`src/rtl/core/pms_pkg.sv`:
```
// ----------------------------------------------------------------------------
// pms_pkg
// Shared types, constants and saturating helpers of the motion step unit.
// ----------------------------------------------------------------------------
`default_nettype none

package pms_pkg;

  localparam int FRAC_BITS_DEF = 16;

  // register reset values
  localparam logic [22:0] MASS_RST  = 23'd65536;
  localparam logic [15:0] SPEED_RST = 16'd1000;
  localparam logic [11:0] WIDTH_RST = 12'd1024;
  localparam logic [11:0] HEIGHT_RST = 12'd768;
  localparam logic [19:0] MU_RST    = 20'd655;
  localparam logic [19:0] NORM_RST  = 20'd65536;

  // register indexes
  localparam logic [2:0] CFG_MASS   = 3'd0;
  localparam logic [2:0] CFG_SPEED  = 3'd1;
  localparam logic [2:0] CFG_WIDTH  = 3'd2;
  localparam logic [2:0] CFG_HEIGHT = 3'd3;
  localparam logic [2:0] CFG_MU     = 3'd4;
  localparam logic [2:0] CFG_NORM   = 3'd5;

  localparam logic signed [31:0] S32_MAX = 32'sh7FFFFFFF;
  localparam logic signed [31:0] S32_MIN = 32'sh80000000;

  typedef enum logic {
    OP_DIV,
    OP_SQRT
  } op_t;

  typedef struct packed {
    logic        start;
    op_t         op;
    logic [63:0] num;
    logic [63:0] den;
  } arith_req_t;

  typedef struct packed {
    logic        done;
    logic [63:0] result;
  } arith_rsp_t;

  typedef enum logic [4:0] {
    ST_IDLE, ST_WAIT, ST_DIVX, ST_AX, ST_AY,
    ST_SQX, ST_SQY, ST_SQS, ST_RFR, ST_FU, ST_FMU, ST_FN, ST_FDIV, ST_FACC,
    ST_VEL, ST_LX, ST_LY, ST_LL, ST_LCMP, ST_RLM, ST_LMUL, ST_LDIV, ST_LSET,
    ST_POS, ST_WALL, ST_DONE
  } state_t;

  // two's complement magnitude, full range
  function automatic logic [31:0] mag32(input logic [31:0] v);
    mag32 = v[31] ? (~v + 32'd1) : v;
  endfunction

  // signed add saturating to 32 bits
  function automatic logic signed [31:0] add_sat(input logic signed [31:0] a,
                                                 input logic signed [31:0] b);
    logic signed [32:0] s;
    s = {a[31], a} + {b[31], b};
    if (s[32] != s[31]) add_sat = s[32] ? S32_MIN : S32_MAX;
    else add_sat = s[31:0];
  endfunction

  // saturating negate
  function automatic logic signed [31:0] neg_sat(input logic signed [31:0] v);
    neg_sat = (v == S32_MIN) ? S32_MAX : -v;
  endfunction

  // apply sign to an unsigned quotient, saturating to 32 bits
  function automatic logic signed [31:0] sat_div(input logic [63:0] q,
                                                 input logic neg);
    if (neg) sat_div = (q > 64'h80000000) ? S32_MIN : -(q[31:0]);
    else sat_div = (q > 64'h7FFFFFFF) ? S32_MAX : q[31:0];
  endfunction

endpackage

`default_nettype wire

```
`src/rtl/core/pms_arith.sv`:
```
// ----------------------------------------------------------------------------
// pms_arith
// Shared iterative unit: 64/64 restoring divide or 64-bit integer square root,
// one bit (or bit pair) per cycle through a single subtractor.
// ----------------------------------------------------------------------------
`default_nettype none

module pms_arith (
  input  wire logic               clk,
  input  wire logic               rst,
  input  wire pms_pkg::arith_req_t req,
  output pms_pkg::arith_rsp_t      rsp
);

  localparam int DIV_STEPS  = 64;
  localparam int SQRT_STEPS = 32;
  localparam int CNT_W      = $clog2(DIV_STEPS);

  logic                busy;
  logic                done;
  pms_pkg::op_t        op;
  logic [CNT_W-1:0]    cnt;
  logic [64:0]         acc;   // remainder / radicand
  logic [63:0]         work;  // quotient / root
  logic [63:0]         aux;   // divisor / root bit

  logic [64:0] sub_a;
  logic [64:0] sub_b;
  logic [65:0] diff;
  logic        ge;

  // single shared compare-subtract
  always_comb begin
    if (op == pms_pkg::OP_DIV) begin
      sub_a = {acc[63:0], work[63]};
      sub_b = {1'b0, aux};
    end else begin
      sub_a = acc;
      sub_b = {1'b0, work + aux};
    end
    diff = {1'b0, sub_a} - {1'b0, sub_b};
    ge   = ~diff[65];
  end

  // sequencing
  always_ff @(posedge clk) begin
    if (rst) begin
      busy <= 1'b0;
      done <= 1'b0;
    end else begin
      done <= 1'b0;
      if (req.start) begin
        busy <= 1'b1;
        op   <= req.op;
        if (req.op == pms_pkg::OP_DIV) begin
          acc  <= '0;
          work <= req.num;
          aux  <= req.den;
          cnt  <= CNT_W'(DIV_STEPS - 1);
        end else begin
          acc  <= {1'b0, req.num};
          work <= '0;
          aux  <= 64'h4000_0000_0000_0000;
          cnt  <= CNT_W'(SQRT_STEPS - 1);
        end
      end else if (busy) begin
        if (op == pms_pkg::OP_DIV) begin
          acc  <= ge ? diff[64:0] : sub_a;
          work <= {work[62:0], ge};
        end else begin
          if (ge) begin
            acc  <= diff[64:0];
            work <= (work >> 1) + aux;
          end else begin
            work <= work >> 1;
          end
          aux <= aux >> 2;
        end
        cnt <= cnt - CNT_W'(1);
        if (cnt == '0) begin
          busy <= 1'b0;
          done <= 1'b1;
        end
      end
    end
  end

  assign rsp.done   = done;
  assign rsp.result = work;

endmodule

`default_nettype wire

```
`config.mk`:
```
export PLATFORM = sky130hd
export DESIGN_NAME = pms_arith
export DESIGN_NICKNAME = d
export VERILOG_FILES = /design/src/rtl/core/pms_pkg.sv /design/src/rtl/core/pms_arith.sv
export SDC_FILE = /design/constraint.sdc
export NUM_CORES = 1
export LEC_CHECK = 0
export CORE_ASPECT_RATIO = 0.5
export CORE_MARGIN = 4
export CORE_UTILIZATION = 57
export CTS_CLUSTER_SIZE = 25
export DETAILED_ROUTE_END_ITERATION = 6
export DONT_BUFFER_PORTS = 1
export HOLD_SLACK_MARGIN = 0.1
export PLACE_DENSITY = 0.72
export SKIP_LAST_GASP = 1
export SYNTH_ARGS = -nofsm -noshare
export SYNTH_HDL_FRONTEND = slang
export SYNTH_SLANG_ARGS = --single-unit
```
`constraint.sdc`:
```
create_clock -name clk -period 19 [get_ports clk]
set_input_delay 3.8 -clock clk [delete_from_list [all_inputs] [get_ports clk]]
set_output_delay 3.8 -clock clk [all_outputs]
set_load 0.05 [all_outputs]
```
==> qor_table.md <==
| Parameter | This run | Unit |
|:---|:---|:---|
| Library cell used as clock root buffer | sky130_fd_sc_hd__clkbuf_16 | - |
| Total power density per cell area | 106 | nW/um2 |
| Final Power | 2.49 | mW |
| Htree depth | 1 | - |
| Post-route core utilization | 60.0 | % |
| Clock latency on the worst-skew pair | 0.55 | ns |
| CTS clock-pin slew for the worst setup and hold paths | 0.07 | ns |
| Count of clock tree sinks | 202 | - |
| Number of nets in the final layout | 2,878 | - |
| Max-cap violations | 0 | - |
| M3 GR Usage | 5.71 | % |
| HPWL reported at the end of detailed placement | 57.1 | mm |
| Total setup violations reported at the end of the flow | 0 | - |
| Flop-to-flop setup slack | 10.89 | ns |
| Overall via count from detail_route | 21,000 | - |
| DIE AREA | 43,400 | um2 |
| Initial Util | 58.2 | % |
| Worst clock skew on the final layout | 0.0205 | ns |
| Post-layout min period | 8.11 | ns |
| Standard-cell row count | 51 | - |
| Worst vdd rail ir drop | 0.0000709 | V |
| Lkg Pwr | 9.49 | nW |
| Cells taking the most area after synthesis | sky130_fd_sc_hd__edfxtp_1, sky130_fd_sc_hd__ha_1, sky130_fd_sc_hd__a21oi_1, sky130_fd_sc_hd__xnor2_1, sky130_fd_sc_hd__a21o_1 | - |
| Met2 layer usage reported by global route | 56.8 | % |
| Number of CTS-inserted buffers | 22 | - |
| Most used standard cells in the synthesized netlist | sky130_fd_sc_hd__a21oi_1, sky130_fd_sc_hd__nand2_1, sky130_fd_sc_hd__nor2_1, sky130_fd_sc_hd__edfxtp_1, sky130_fd_sc_hd__ha_1 | - |
| Number of inserted diodes | 0 | - |
| Number of enable-type register cells in the synthesized netlist | 200 | - |
| Sequential group share of total power | 27.6 | % |
| Synthesized area per cell | 8.44 | um2 |
| TritonRoute pass-1 iters | 7 | - |
| Cell internal power dissipation | 1.35 | mW |
| Fraction of final layout cells sized beyond drive strength 1 | 6.78 | % |
| Result of the run | finished, final reports clean | - |
| Bufs and invs on worst path | 1 | - |
| Setup slack at placement | 11.02 | ns |
| Cell with the most instances on the worst path | sky130_fd_sc_hd__o21ai_0 | - |
| Overflow after GRT | 0 | - |
| Count of port buffers added during placement | 0 | - |
| Post-synthesis async set-or-reset flop share | 0 | % |
| Number of global-route vias before repair | 20,000 | - |
| Cell depth of the worst setup path | 23 | - |
| Wire length after detailed routing | 75.4 | mm |
| Critical path, cell by cell | ha_1, nand4_1, o31a_1, o21ai_0, a31oi_1, a21oi_1, o211ai_1, a311oi_1, nor2_1, o21ai_0, xor2_1, mux2i_1, ha_1, nand2_1, o21ai_1, a21oi_1, o21a_1, o21ai_0, or3_2, buf_4, nand2_1, o41a_1, nand3_1 | - |
| Number of violations reported at the end of detailed-routing iteration 0 | 2,043 | - |
| Share of power burned in combinational logic | 55.2 | % |
| Part of the cycle the worst path needs | 42.7 | % |
| Clock group share of total power | 17.2 | % |
| Post-synth top flop | sky130_fd_sc_hd__edfxtp_1 | - |
| Maximum clock frequency | 123 | MHz |
| Post-route ant nets | 0 | - |
| Worst setup path class | reg -> reg | - |
| Number of hold-repair buffers added at the cts stage | 0 | - |
| Switching power | 1.14 | mW |
| Area Overhead vs Synth | 3.10 | % |
| Standard cell core area | 39,200 | um2 |
| TritonCTS clock tree | built | - |
| Number of top-level pins | 197 | - |
| Top cell family by delay on the critical path | compound AO/OA/AOI/OAI gates | - |
| Antenna violations before repair | 1 | - |
| Worst hold path stage count | 1 | - |
| Data required time of the worst path | 19.41 | ns |
| First-pass GRT wire length | 117 | mm |
| Largest area contributor in the netlist | sky130_fd_sc_hd__edfxtp_1 | - |
| Post-CTS resize count | 0 | - |
| Depth of the worst register-to-register path | 23 | - |
| Final Hold Viols | 0 | - |
| Switching share of power | 45.8 | % |
| Slew headroom | 25.0 | % |
| Total global routing track utilization | 33.6 | % |
| Die Ht | 149 | um |
| Post-CTS setup buffers | 0 | - |
| Yosys warning total | 0 | - |
| Final slew viol count | 0 | - |
| Post-Synthesis Cells | 2,701 | - |
| Launching element type of the critical path | flop | - |
| Number of flip-flops and latches in the synthesized netlist | 202 | - |
| Setup TNS | 0 | ns |
| Routed vias/inst | 6.78 | - |
| Peak fanout along the critical path | 26 | - |
| Number of nets produced by synthesis | 3,028 | - |
| Placer Congestion | 0.970 | - |
| Slowest library cell on the worst path | sky130_fd_sc_hd__o21ai_0 | - |
| Slew at the pin closest to its max-slew limit | 1.13 | ns |
| Setup repair after global routing missed its margin | false | - |
| Met1 GRT Util | 43.4 | % |
| Buffers from clock root to sink, at most | 3 | - |
| Final setup slack of the worst path | 10.89 | ns |
| Proportion of netlist area held by the largest area contributor | 26.4 | % |
| Critical path data arrival time | 8.52 | ns |
| Largest net degree at the start of global routing | 102 | - |
| Register area share after synthesis | 26.5 | % |
| Count of cell types in the netlist | 98 | - |
| WL per Instance | 24.4 | um |
| Busiest layer in global routing | met2 | - |
| X dimension of the die | 291 | um |
| Synthesized cell area | 22,800 | um2 |
| Most repeated cell in the gate-level netlist after synthesis | sky130_fd_sc_hd__a21oi_1 | - |
| DRC violations left | 0 | - |
| Max incr delay on CP | 0.71 | ns |
| Type of element capturing the critical path | flop | - |
| Tightest Hold Check Type | reg -> reg | - |
-- cell families after synthesis --
family	count (synthesis)	share of synthesized area [%]
fa+ha+maj	195	10.8
mux	134	6.25
xor+xnor	174	6.69
flops	202	26.5
compound gates	1036	30.5
simple gates	705	14.6
buf+inv	255	4.60
-- area by class of cell --
class | count | area, um2
inverters | 66 | 251
clock buffers | 26 | 587
repair buffers | 15 | 125
fillers | 3604 | 15700
clock inverters | 14 | 81.3
flip-flops and latches | 202 | 6050
multi-input cells | 2244 | 15700
well taps | 530 | 663
-- metrics by stage --
step,cells,hold WS (ns),instance area [um2]
floorplan,2701,0.546,22800
finish,3097,0.602,23500
detailed placement,3057,0.595,22800
global route,3097,0.632,23500
CTS,3097,0.613,23500
global placement,3057,0.566,22800
-- metal layers --
layer | wire [um] | vias to the layer above
li1 | - | 9974
met1 | 32400 | 10100
met2 | 34800 | 775
met3 | 4990 | 173
met4 | 3210 | 0
met5 | 0 | -
-- power by group through the flow --
stage / registers (mW) / clock network [mW] / logic, mW
floorplan: 0.665 / 0 / 1.08
global placement: 0.695 / 0 / 1.33
detailed placement: 0.695 / 0 / 1.35
CTS: 0.687 / 0.437 / 1.35
global route: 0.692 / 0.454 / 1.52
finish: 0.688 / 0.429 / 1.37
-- cell usage in the layout, fill, tap and decap left out, drive strengths merged, types with 31 or more instances in the layout --
| cell | synthesis | layout |
|---|---|---|
| nand2 | 214 | 214 |
| nor3 | 41 | 41 |
| edfxtp | 200 | 200 |
| mux2 | 67 | 67 |
| a22oi | 31 | 31 |
| a31oi | 31 | 31 |
| xnor2 | 117 | 117 |
| xor2 | 57 | 57 |
| a22o | 94 | 94 |
| a21oi | 322 | 322 |
| ha | 192 | 192 |
| nand4 | 64 | 64 |
| nor2 | 211 | 211 |
| mux2i | 67 | 67 |
| a21o | 124 | 124 |
| o21ai | 194 | 194 |
| o21bai | 38 | 38 |
| nand3 | 50 | 50 |
| inv | 65 | 66 |
-- worst paths after layout --
path / startpoint / to
max: work[15] / work[58]
min: cnt[0] / cnt[0]
max reg2reg: work[15] / work[58]
min reg2reg: cnt[0] / cnt[0]
-- state kept, by name, indices dropped and copies added, names as in the netlist --
| register | count |
|---|---|
| acc | 65 |
| aux | 64 |
| work | 64 |
| cnt | 6 |
| busy | 1 |
| done | 1 |
| op | 1 |
(Power assumes the default switching activity.)
